$ cat src/design/mbce_pkg.sv
// ----------------------------------------------------------------------------
// mbce_pkg
// types and constants of the mono bitmap colour expansion blit unit
// ----------------------------------------------------------------------------
`default_nettype none

package mbce_pkg;

  localparam int PIX_PER_BYTE  = 8;
  localparam int COL_W         = 7;
  localparam int ROW_W         = 10;
  localparam int PIXEL_ADDR_W  = 20;
  localparam int CFG_DATA_W    = 11;
  localparam int CFG_INDEX_W   = 3;
  localparam int MAX_COLS      = 128;

  localparam logic [CFG_INDEX_W-1:0] REG_ORIGIN_X     = 3'd0;
  localparam logic [CFG_INDEX_W-1:0] REG_ORIGIN_Y     = 3'd1;
  localparam logic [CFG_INDEX_W-1:0] REG_WIDTH_BYTES  = 3'd2;
  localparam logic [CFG_INDEX_W-1:0] REG_HEIGHT_ROWS  = 3'd3;
  localparam logic [CFG_INDEX_W-1:0] REG_SCREEN_WIDTH = 3'd4;
  localparam logic [CFG_INDEX_W-1:0] REG_DRAW_COLOR   = 3'd5;
  localparam logic [CFG_INDEX_W-1:0] REG_TRANSPARENT  = 3'd6;

  typedef struct packed {
    logic [9:0]  origin_x;
    logic [9:0]  origin_y;
    logic [7:0]  width_bytes;
    logic [10:0] height_rows;
    logic [10:0] screen_width;
    logic [7:0]  draw_color;
    logic        transparent;
  } cfg_t;

  // pixel k of a byte sits at bit k of both vectors
  typedef struct packed {
    logic [PIX_PER_BYTE-1:0] fg;
    logic [PIX_PER_BYTE-1:0] mask;
  } pix_req_t;

endpackage

`default_nettype wire

$ cat src/design/mono_bitmap_color_expand_blit_unit.sv
// path: a taken byte passes the input register, then the pending-pixel register,
// then the pixel write register that drives the outputs
// throughput: one pixel write per cycle while out_stall is low; an opaque
// byte gives 8 writes, a transparent byte one per set bit and none if zero
// reset: synchronous, active low; clears the counters, the valid flags and
// loads the register defaults
// ----------------------------------------------------------------------------
// mono_bitmap_color_expand_blit_unit
// expands a 1 bpp bitmap, column by column, into 8-bit framebuffer writes
// ----------------------------------------------------------------------------
`default_nettype none

module mono_bitmap_color_expand_blit_unit import mbce_pkg::*; #(
  parameter int MAX_SCREEN_WIDTH = 1024,
  parameter int MAX_ROWS         = 1024,
  parameter int ADDR_BITS        = 20
) (
  input  wire logic                   clk,
  input  wire logic                   rst_n,
  input  wire logic                   in_valid,
  output logic                        in_stall,
  input  wire logic [7:0]             in_bitmap_byte,
  output logic                        out_valid,
  input  wire logic                   out_stall,
  output logic [PIXEL_ADDR_W-1:0]     out_pixel_address,
  output logic [7:0]                  out_pixel_value,
  output logic                        out_last,
  input  wire logic                   cfg_we,
  input  wire logic [CFG_INDEX_W-1:0] cfg_index,
  input  wire logic [CFG_DATA_W-1:0]  cfg_data
);

  cfg_t                 cfg_r;
  logic                 req_valid;
  logic                 req_take;
  pix_req_t             req;
  logic [ADDR_BITS-1:0] req_base;

  // configuration registers
  always_ff @(posedge clk) begin
    if (!rst_n) begin
      cfg_r.origin_x     <= 10'd0;
      cfg_r.origin_y     <= 10'd0;
      cfg_r.width_bytes  <= 8'd1;
      cfg_r.height_rows  <= 11'd1;
      cfg_r.screen_width <= 11'd320;
      cfg_r.draw_color   <= 8'd15;
      cfg_r.transparent  <= 1'b0;
    end else if (cfg_we) begin
      case (cfg_index)
        REG_ORIGIN_X:     cfg_r.origin_x     <= cfg_data[9:0];
        REG_ORIGIN_Y:     cfg_r.origin_y     <= cfg_data[9:0];
        REG_WIDTH_BYTES:  cfg_r.width_bytes  <= cfg_data[7:0];
        REG_HEIGHT_ROWS:  cfg_r.height_rows  <= cfg_data[10:0];
        REG_SCREEN_WIDTH: cfg_r.screen_width <= cfg_data[10:0];
        REG_DRAW_COLOR:   cfg_r.draw_color   <= cfg_data[7:0];
        REG_TRANSPARENT:  cfg_r.transparent  <= cfg_data[0];
        default: begin
        end
      endcase
    end
  end

  mbce_addr #(
    .MAX_SCREEN_WIDTH (MAX_SCREEN_WIDTH),
    .MAX_ROWS         (MAX_ROWS),
    .ADDR_BITS        (ADDR_BITS)
  ) u_addr (
    .clk            (clk),
    .rst_n          (rst_n),
    .cfg            (cfg_r),
    .in_valid       (in_valid),
    .in_stall       (in_stall),
    .in_bitmap_byte (in_bitmap_byte),
    .req_valid      (req_valid),
    .req_take       (req_take),
    .req            (req),
    .req_base       (req_base)
  );

  mbce_expand #(
    .ADDR_BITS (ADDR_BITS)
  ) u_expand (
    .clk               (clk),
    .rst_n             (rst_n),
    .draw_color        (cfg_r.draw_color),
    .req_valid         (req_valid),
    .req_take          (req_take),
    .req               (req),
    .req_base          (req_base),
    .out_stall         (out_stall),
    .out_valid         (out_valid),
    .out_pixel_address (out_pixel_address),
    .out_pixel_value   (out_pixel_value),
    .out_last          (out_last)
  );

endmodule

`default_nettype wire

$ cat src/design/mbce_addr.sv
// ----------------------------------------------------------------------------
// mbce_addr
// input register, bitmap position counters and base address of each byte
// ----------------------------------------------------------------------------
`default_nettype none

module mbce_addr import mbce_pkg::*; #(
  parameter int MAX_SCREEN_WIDTH = 1024,
  parameter int MAX_ROWS         = 1024,
  parameter int ADDR_BITS        = 20
) (
  input  wire logic            clk,
  input  wire logic            rst_n,
  input  wire cfg_t            cfg,
  input  wire logic            in_valid,
  output logic                 in_stall,
  input  wire logic [7:0]      in_bitmap_byte,
  output logic                 req_valid,
  input  wire logic            req_take,
  output pix_req_t             req,
  output logic [ADDR_BITS-1:0] req_base
);

  localparam int EXT_W  = 13;
  localparam int PROD_W = 24;
  localparam int SUM_W  = 26;
  localparam int CALC_W = (ADDR_BITS > SUM_W) ? ADDR_BITS : SUM_W;
  localparam logic [EXT_W-1:0] MAX_SW_C   = EXT_W'(MAX_SCREEN_WIDTH);
  localparam logic [EXT_W-1:0] MAX_ROWS_C = EXT_W'(MAX_ROWS);
  localparam logic [7:0]       MAX_COLS_C = 8'(MAX_COLS);

  logic             s1_valid_r, s1_valid_nxt;
  logic [7:0]       s1_byte_r;
  logic [ROW_W-1:0] s1_row_r;
  logic [COL_W-1:0] s1_col_r;
  logic [ROW_W-1:0] row_r, row_nxt;
  logic [COL_W-1:0] col_r, col_nxt;
  logic             accept;
  logic [EXT_W-1:0] h_ext, eff_h, row_inc, sw_ext, eff_s;
  logic [7:0]       eff_w, col_inc;
  logic [10:0]      ysum, xoff;
  logic [PROD_W-1:0] prod;
  logic [CALC_W-1:0] sum;

  assign in_stall = s1_valid_r && !req_take;
  assign accept   = in_valid && !in_stall;

  // position counters
  always_comb begin
    h_ext   = EXT_W'(cfg.height_rows);
    eff_h   = (h_ext == '0) ? EXT_W'(1) : ((h_ext > MAX_ROWS_C) ? MAX_ROWS_C : h_ext);
    eff_w   = (cfg.width_bytes == 8'd0) ? 8'd1 :
              ((cfg.width_bytes > MAX_COLS_C) ? MAX_COLS_C : cfg.width_bytes);
    row_inc = EXT_W'(row_r) + EXT_W'(1);
    col_inc = {1'b0, col_r} + 8'd1;
    row_nxt = row_r;
    col_nxt = col_r;
    if (accept) begin
      if (row_inc >= eff_h) begin
        row_nxt = '0;
        col_nxt = (col_inc >= eff_w) ? '0 : col_inc[COL_W-1:0];
      end else begin
        row_nxt = row_inc[ROW_W-1:0];
      end
    end
  end

  always_comb begin
    s1_valid_nxt = s1_valid_r;
    if (accept) begin
      s1_valid_nxt = 1'b1;
    end else if (req_take) begin
      s1_valid_nxt = 1'b0;
    end
  end

  always_ff @(posedge clk) begin
    if (!rst_n) begin
      s1_valid_r <= 1'b0;
      row_r      <= '0;
      col_r      <= '0;
    end else begin
      s1_valid_r <= s1_valid_nxt;
      row_r      <= row_nxt;
      col_r      <= col_nxt;
    end
  end

  always_ff @(posedge clk) begin
    if (accept) begin
      s1_byte_r <= in_bitmap_byte;
      s1_row_r  <= row_r;
      s1_col_r  <= col_r;
    end
  end

  // base address of the byte
  always_comb begin
    sw_ext = EXT_W'(cfg.screen_width);
    eff_s  = (sw_ext > MAX_SW_C) ? MAX_SW_C : sw_ext;
    ysum   = {1'b0, cfg.origin_y} + {1'b0, s1_row_r};
    prod   = PROD_W'(ysum) * PROD_W'(eff_s);
    xoff   = {1'b0, cfg.origin_x} + {1'b0, s1_col_r, 3'b000};
    sum    = CALC_W'(prod) + CALC_W'(xoff);
  end

  assign req_base = sum[ADDR_BITS-1:0];

  always_comb begin
    for (int k = 0; k < PIX_PER_BYTE; k++) begin
      req.fg[k] = s1_byte_r[PIX_PER_BYTE-1-k];
    end
    req.mask = cfg.transparent ? req.fg : '1;
  end

  assign req_valid = s1_valid_r;

endmodule

`default_nettype wire

$ cat src/design/mbce_expand.sv
// ----------------------------------------------------------------------------
// mbce_expand
// walks the pending pixels of one byte and drives the pixel write register
// ----------------------------------------------------------------------------
`default_nettype none

module mbce_expand import mbce_pkg::*; #(
  parameter int ADDR_BITS = 20
) (
  input  wire logic                 clk,
  input  wire logic                 rst_n,
  input  wire logic [7:0]           draw_color,
  input  wire logic                 req_valid,
  output logic                      req_take,
  input  wire pix_req_t             req,
  input  wire logic [ADDR_BITS-1:0] req_base,
  input  wire logic                 out_stall,
  output logic                      out_valid,
  output logic [PIXEL_ADDR_W-1:0]   out_pixel_address,
  output logic [7:0]                out_pixel_value,
  output logic                      out_last
);

  localparam int EXT_W = (ADDR_BITS > PIXEL_ADDR_W) ? ADDR_BITS : PIXEL_ADDR_W;

  logic                    s2_valid_r, s2_valid_nxt;
  logic [ADDR_BITS-1:0]    s2_base_r;
  logic [PIX_PER_BYTE-1:0] s2_fg_r;
  logic [PIX_PER_BYTE-1:0] s2_mask_r, s2_mask_nxt;
  logic                    out_valid_r, out_valid_nxt;
  logic [PIXEL_ADDR_W-1:0] addr_r;
  logic [7:0]              value_r;
  logic                    last_r;
  logic [2:0]              sel;
  logic [PIX_PER_BYTE-1:0] rest;
  logic                    emit;
  logic [ADDR_BITS-1:0]    addr_now;
  logic [EXT_W-1:0]        addr_ext;

  // lowest pending pixel first
  always_comb begin
    sel = '0;
    for (int k = PIX_PER_BYTE - 1; k >= 0; k--) begin
      if (s2_mask_r[k]) begin
        sel = 3'(k);
      end
    end
    rest = s2_mask_r & ~(PIX_PER_BYTE'(1) << sel);
  end

  assign emit     = s2_valid_r && (!out_valid_r || !out_stall);
  assign req_take = !s2_valid_r || (emit && (rest == '0));
  assign addr_now = s2_base_r + ADDR_BITS'(sel);
  assign addr_ext = EXT_W'(addr_now);

  always_comb begin
    s2_valid_nxt = s2_valid_r;
    s2_mask_nxt  = s2_mask_r;
    if (req_take) begin
      s2_valid_nxt = req_valid && (req.mask != '0);
      s2_mask_nxt  = req.mask;
    end else if (emit) begin
      s2_mask_nxt  = rest;
    end
    out_valid_nxt = out_valid_r;
    if (emit) begin
      out_valid_nxt = 1'b1;
    end else if (!out_stall) begin
      out_valid_nxt = 1'b0;
    end
  end

  always_ff @(posedge clk) begin
    if (!rst_n) begin
      s2_valid_r  <= 1'b0;
      out_valid_r <= 1'b0;
    end else begin
      s2_valid_r  <= s2_valid_nxt;
      out_valid_r <= out_valid_nxt;
    end
  end

  always_ff @(posedge clk) begin
    s2_mask_r <= s2_mask_nxt;
    if (req_take) begin
      s2_base_r <= req_base;
      s2_fg_r   <= req.fg;
    end
    if (emit) begin
      addr_r  <= addr_ext[PIXEL_ADDR_W-1:0];
      value_r <= s2_fg_r[sel] ? draw_color : 8'd0;
      last_r  <= (rest == '0);
    end
  end

  assign out_valid         = out_valid_r;
  assign out_pixel_address = addr_r;
  assign out_pixel_value   = value_r;
  assign out_last          = last_r;

endmodule

`default_nettype wire

$ cat config.mk
export PLATFORM = sky130hd
export DESIGN_NAME = mono_bitmap_color_expand_blit_unit
export DESIGN_NICKNAME = d
export VERILOG_FILES = /design/src/design/mbce_pkg.sv /design/src/design/mono_bitmap_color_expand_blit_unit.sv /design/src/design/mbce_addr.sv /design/src/design/mbce_expand.sv
export SDC_FILE = /design/constraint.sdc
export NUM_CORES = 1
export LEC_CHECK = 0
export BUFFER_PORTS_ARGS = -buffer_cell sky130_fd_sc_hd__buf_2
export CAP_MARGIN = 40
export CELL_PAD_IN_SITES_DETAIL_PLACEMENT = 1
export CELL_PAD_IN_SITES_GLOBAL_PLACEMENT = 2
export CORE_ASPECT_RATIO = 0.75
export CORE_MARGIN = 2
export CORE_UTILIZATION = 41
export CTS_BUF_LIST = sky130_fd_sc_hd__clkbuf_8 sky130_fd_sc_hd__clkbuf_16
export CTS_CLUSTER_DIAMETER = 50
export DETAILED_ROUTE_END_ITERATION = 8
export PLACE_DENSITY_LB_ADDON = 0.1
export SLEW_MARGIN = 20
export SYNTH_ARGS = -nofsm -noshare
export SYNTH_HDL_FRONTEND = slang
export SYNTH_HIERARCHICAL = 1
export SYNTH_SLANG_ARGS = --single-unit
$ cat constraint.sdc
create_clock -name clk -period 7.6 [get_ports clk]
set_input_delay 0.38 -clock clk [delete_from_list [all_inputs] [get_ports clk]]
set_output_delay 0.38 -clock clk [all_outputs]
set_load 0.01 [all_outputs]
==> results.toml <==
[worst_setup_path]
required_ps = 7790
r2r_cells = 27
path_max_fanout = 3
crit_family = "adder cells"
worstSetupPathType = "reg2reg"
arrival_ps = 7340
worstSetupStartpointType = "register"
slowest_stage = "fa_1"
cp.depth = 27
end_kind = "register"
worstPathBufferInverterCount = 6
critPathMaxStageDelay_ps = 550

[synth]
ys_async_sr_fraction_pct = 0
avgSynthCellArea_um2 = 9.94
synth_area_leaders = "edfxtp_1 22%, fa_1 16%, dfxtp_1 13%"
synth_seq_area_share_pct = 35.2
syn_nets = 1439
synth-edff-count = 90
synth-main-ff-cell = "edfxtp_1"
ys_warn_count = 6
synth.top_cell.area_share_pct = 22.2
synth_seq_cells = 169
synth_top_area_cell = "edfxtp_1"
syn_inst = 1226
syn_area_um2 = 12200
synth_cell_types = 64

[final_layout]
n_antenna_cell = 0
fin_area_um2 = 13600
nets = 1503
syn2layout_area_growth_pct = 11.8
layout.cells.non_filler = 1695
fill_cells = 3323
drive_gt1_share_pct = 9.82

[min_path]
holdPathStages = 1
hp-class = "in2reg"

[power_and_ir_drop]
peakVddDrop_mv = 0.172
powerDensity_nw_per_um2 = 215
leakage_nw = 6.16

[sta]
rsz0062_at_grt = "false"
maxSlewHeadroom_pct = 44.5
tightest_slew_ps = 833
setup_viol = 0
fin_worst_skew_ps = 12.3
fmax_ghz = 0.140
timing.final.crit_share_pct = 94.0
drv_slew = 0
hold_viol = 0
setup-tns-final_ps = 0
period_minus_slack_ps = 7150

[die]
die_area_um2 = 31100
io_pins = 58
fp.dieW_um = 203
die_y_um = 153
coreArea_um2 = 29200
rows = 54
start_util_pct = 41.7

[route]
ant_nets = 0
drc = 0
routed-via-count = 8720
first_pass_iters = 5
wirelength_um = 31000
drtIter0Drc = 345
via_per_inst = 5.14
wl_per_cell_um = 18.3

[global_route]
grt_pass1_vias = 9236
grt_max_degree = 49
antenna_found_initial = 0
grt_pass1_wl_um = 51100
grt.overflow.total = 0
grt_use_total_pct = 21.3

[cts]
clkLatencyLatePin_ps = 440
holdBufCountCts = 0
cts_resized = 0
cts_sinks = 169
cts_tree = "done"
path_clk_slew_ps = 80
cts_buffers = 17
root_buffer = "clkbuf_16"
cts.path.max_buffers = 2
cts_setup_buffers = 0
htree_levels = 4

[placed_design]
placedInstanceArea_um2 = 13000
io_buffers = 57
placed_cells = 1662
hpwlAfterDp_um = 24100
gp_congestion = 0.805

[job]
cap_violations = 0

[run_status]
status = "completed"
final timing paths:
path / startpoint / end / slack [ps]
setup / recovery: u_addr/s1_row_r[0] / u_expand/s2_base_r[19] / 450
hold / removal: in_bitmap_byte[7] / u_addr/s1_byte_r[7] / 110
setup reg to reg: u_addr/s1_row_r[0] / u_expand/s2_base_r[19] / 450
hold reg to reg: u_addr/s1_byte_r[3] / u_expand/s2_fg_r[4] / 450
cell type report:
type	count	area (µm²)	share of cell area (%)
Multi-Input combinational cell	864	7190	52.8
Sequential cell	169	4280	31.5
Inverter	158	593	4.36
Tap cell	392	490	3.60
Timing Repair Buffer	80	459	3.37
Clock buffer	17	425	3.12
Clock inverter	15	180	1.32
state kept, by name, indices dropped and copies added, names as in the netlist, 8 cells and up:
signal and cells:
u_expand/out_pixel_value 8, u_addr/s1_byte_r 8, cfg_r 59, u_addr/s1_row_r 10, u_expand/s2_fg_r 8, u_addr/row_r 10
u_expand/s2_base_r 20, u_expand/out_pixel_address 20, u_expand/s2_mask_r 8
cells in the final DEF (no fill, tap or decap), drive strengths merged, types with 3 or more instances in the layout:
cell	Yosys	final
clkinv	3	12
inv	155	161
nor2	94	94
a211o	4	4
nand4b	13	13
fa	99	99
dfxtp	79	79
a32o	6	6
and3	13	13
or2	3	3
a21boi	4	4
nor3	7	7
nand4	13	13
a211oi	9	9
nand2b	21	21
buf	8	80
o22ai	4	4
and2	6	6
a31oi	8	8
xor2	21	21
nor4	4	4
a21o	14	14
o21a	4	4
ha	87	87
clkbuf	27	17
nand2	174	174
or4	4	4
nand3	24	24
nor2b	31	31
edfxtp	90	90
o21ai	26	26
mux2i	61	61
xnor2	40	40
a21oi	36	36
or3	8	8
power by group:
group	internal (mW)	leakage [nW]	switching (mW)	total [mW]
logic	0.317	4.34	0.494	0.811
clock network	0.445	0.295	0.441	0.886
registers	1.14	1.52	0.0976	1.23
total	1.90	6.16	1.03	2.93
synth_stat cells, drive strengths merged (24+ instances only):
cell / instances
xnor2: 40
nor2b: 31
a21oi: 36
nand2: 174
ha: 87
nand3: 24
edfxtp: 90
nor2: 94
mux2i: 61
inv: 155
clkbuf: 27
o21ai: 26
dfxtp: 79
fa: 99
through the flow:
stage                     utilization, %  power [mW]  setup WS [ps]  hold slack (ps)
after detailed placement            44.5        2.06            413              437
after global placement              44.5        2.05            564              432
after global routing                46.7        3.12           79.1             85.3
after CTS                           46.6        2.96            339             86.7
final                               46.7        2.93            453              110
after floorplan                        -        1.80           1090              417
metal layers:
| metal | wire length, µm | part of all wire (%) | vias up | track usage [%] |
|---|---|---|---|---|
| met4 | 278 | 0.90 | 0 | 3.93 |
| li1 | - | - | 4211 | - |
| met3 | 928 | 3.0 | 20 | 3.60 |
| met1 | 16300 | 52 | 4382 | 31.9 |
| met2 | 13500 | 44 | 107 | 32.7 |
| met5 | 0 | 0 | - | 0 |
cell families (layout without fill, tap and decap cells):
| logic type | Yosys count | in the layout | synth area share (%) |
|---|---|---|---|
| simple gates | 427 | 427 | 16.7 |
| mux | 61 | 61 | 5.01 |
| buf+inv | 193 | 270 | 6.05 |
| xor+xnor | 62 | 62 | 4.57 |
| fa+ha+maj | 188 | 188 | 25.4 |
| flops | 169 | 169 | 35.2 |
| compound gates | 126 | 126 | 7.11 |
worst reg2reg max path, cell delays in order (launching register included):
cell and delay [ps]:
edfxtp_1 360, ha_1 200, inv_1 70, fa_1 200, nor2b_1 60, o2111ai_1 270, nand2_1 80, nor2_1 240
xor2_1 420, nor2_1 130, fa_1 500, inv_1 50, fa_1 510, inv_1 70, fa_1 510, inv_1 50
fa_1 460, fa_1 550, inv_1 40, ha_1 320, inv_1 60, o211ai_1 190, a21oi_1 140, a211oi_1 470
a21oi_1 210, a21oi_1 270, o41ai_1 100, xnor3_1 350
No activity file was read; power rests on OpenSTA's default activity.
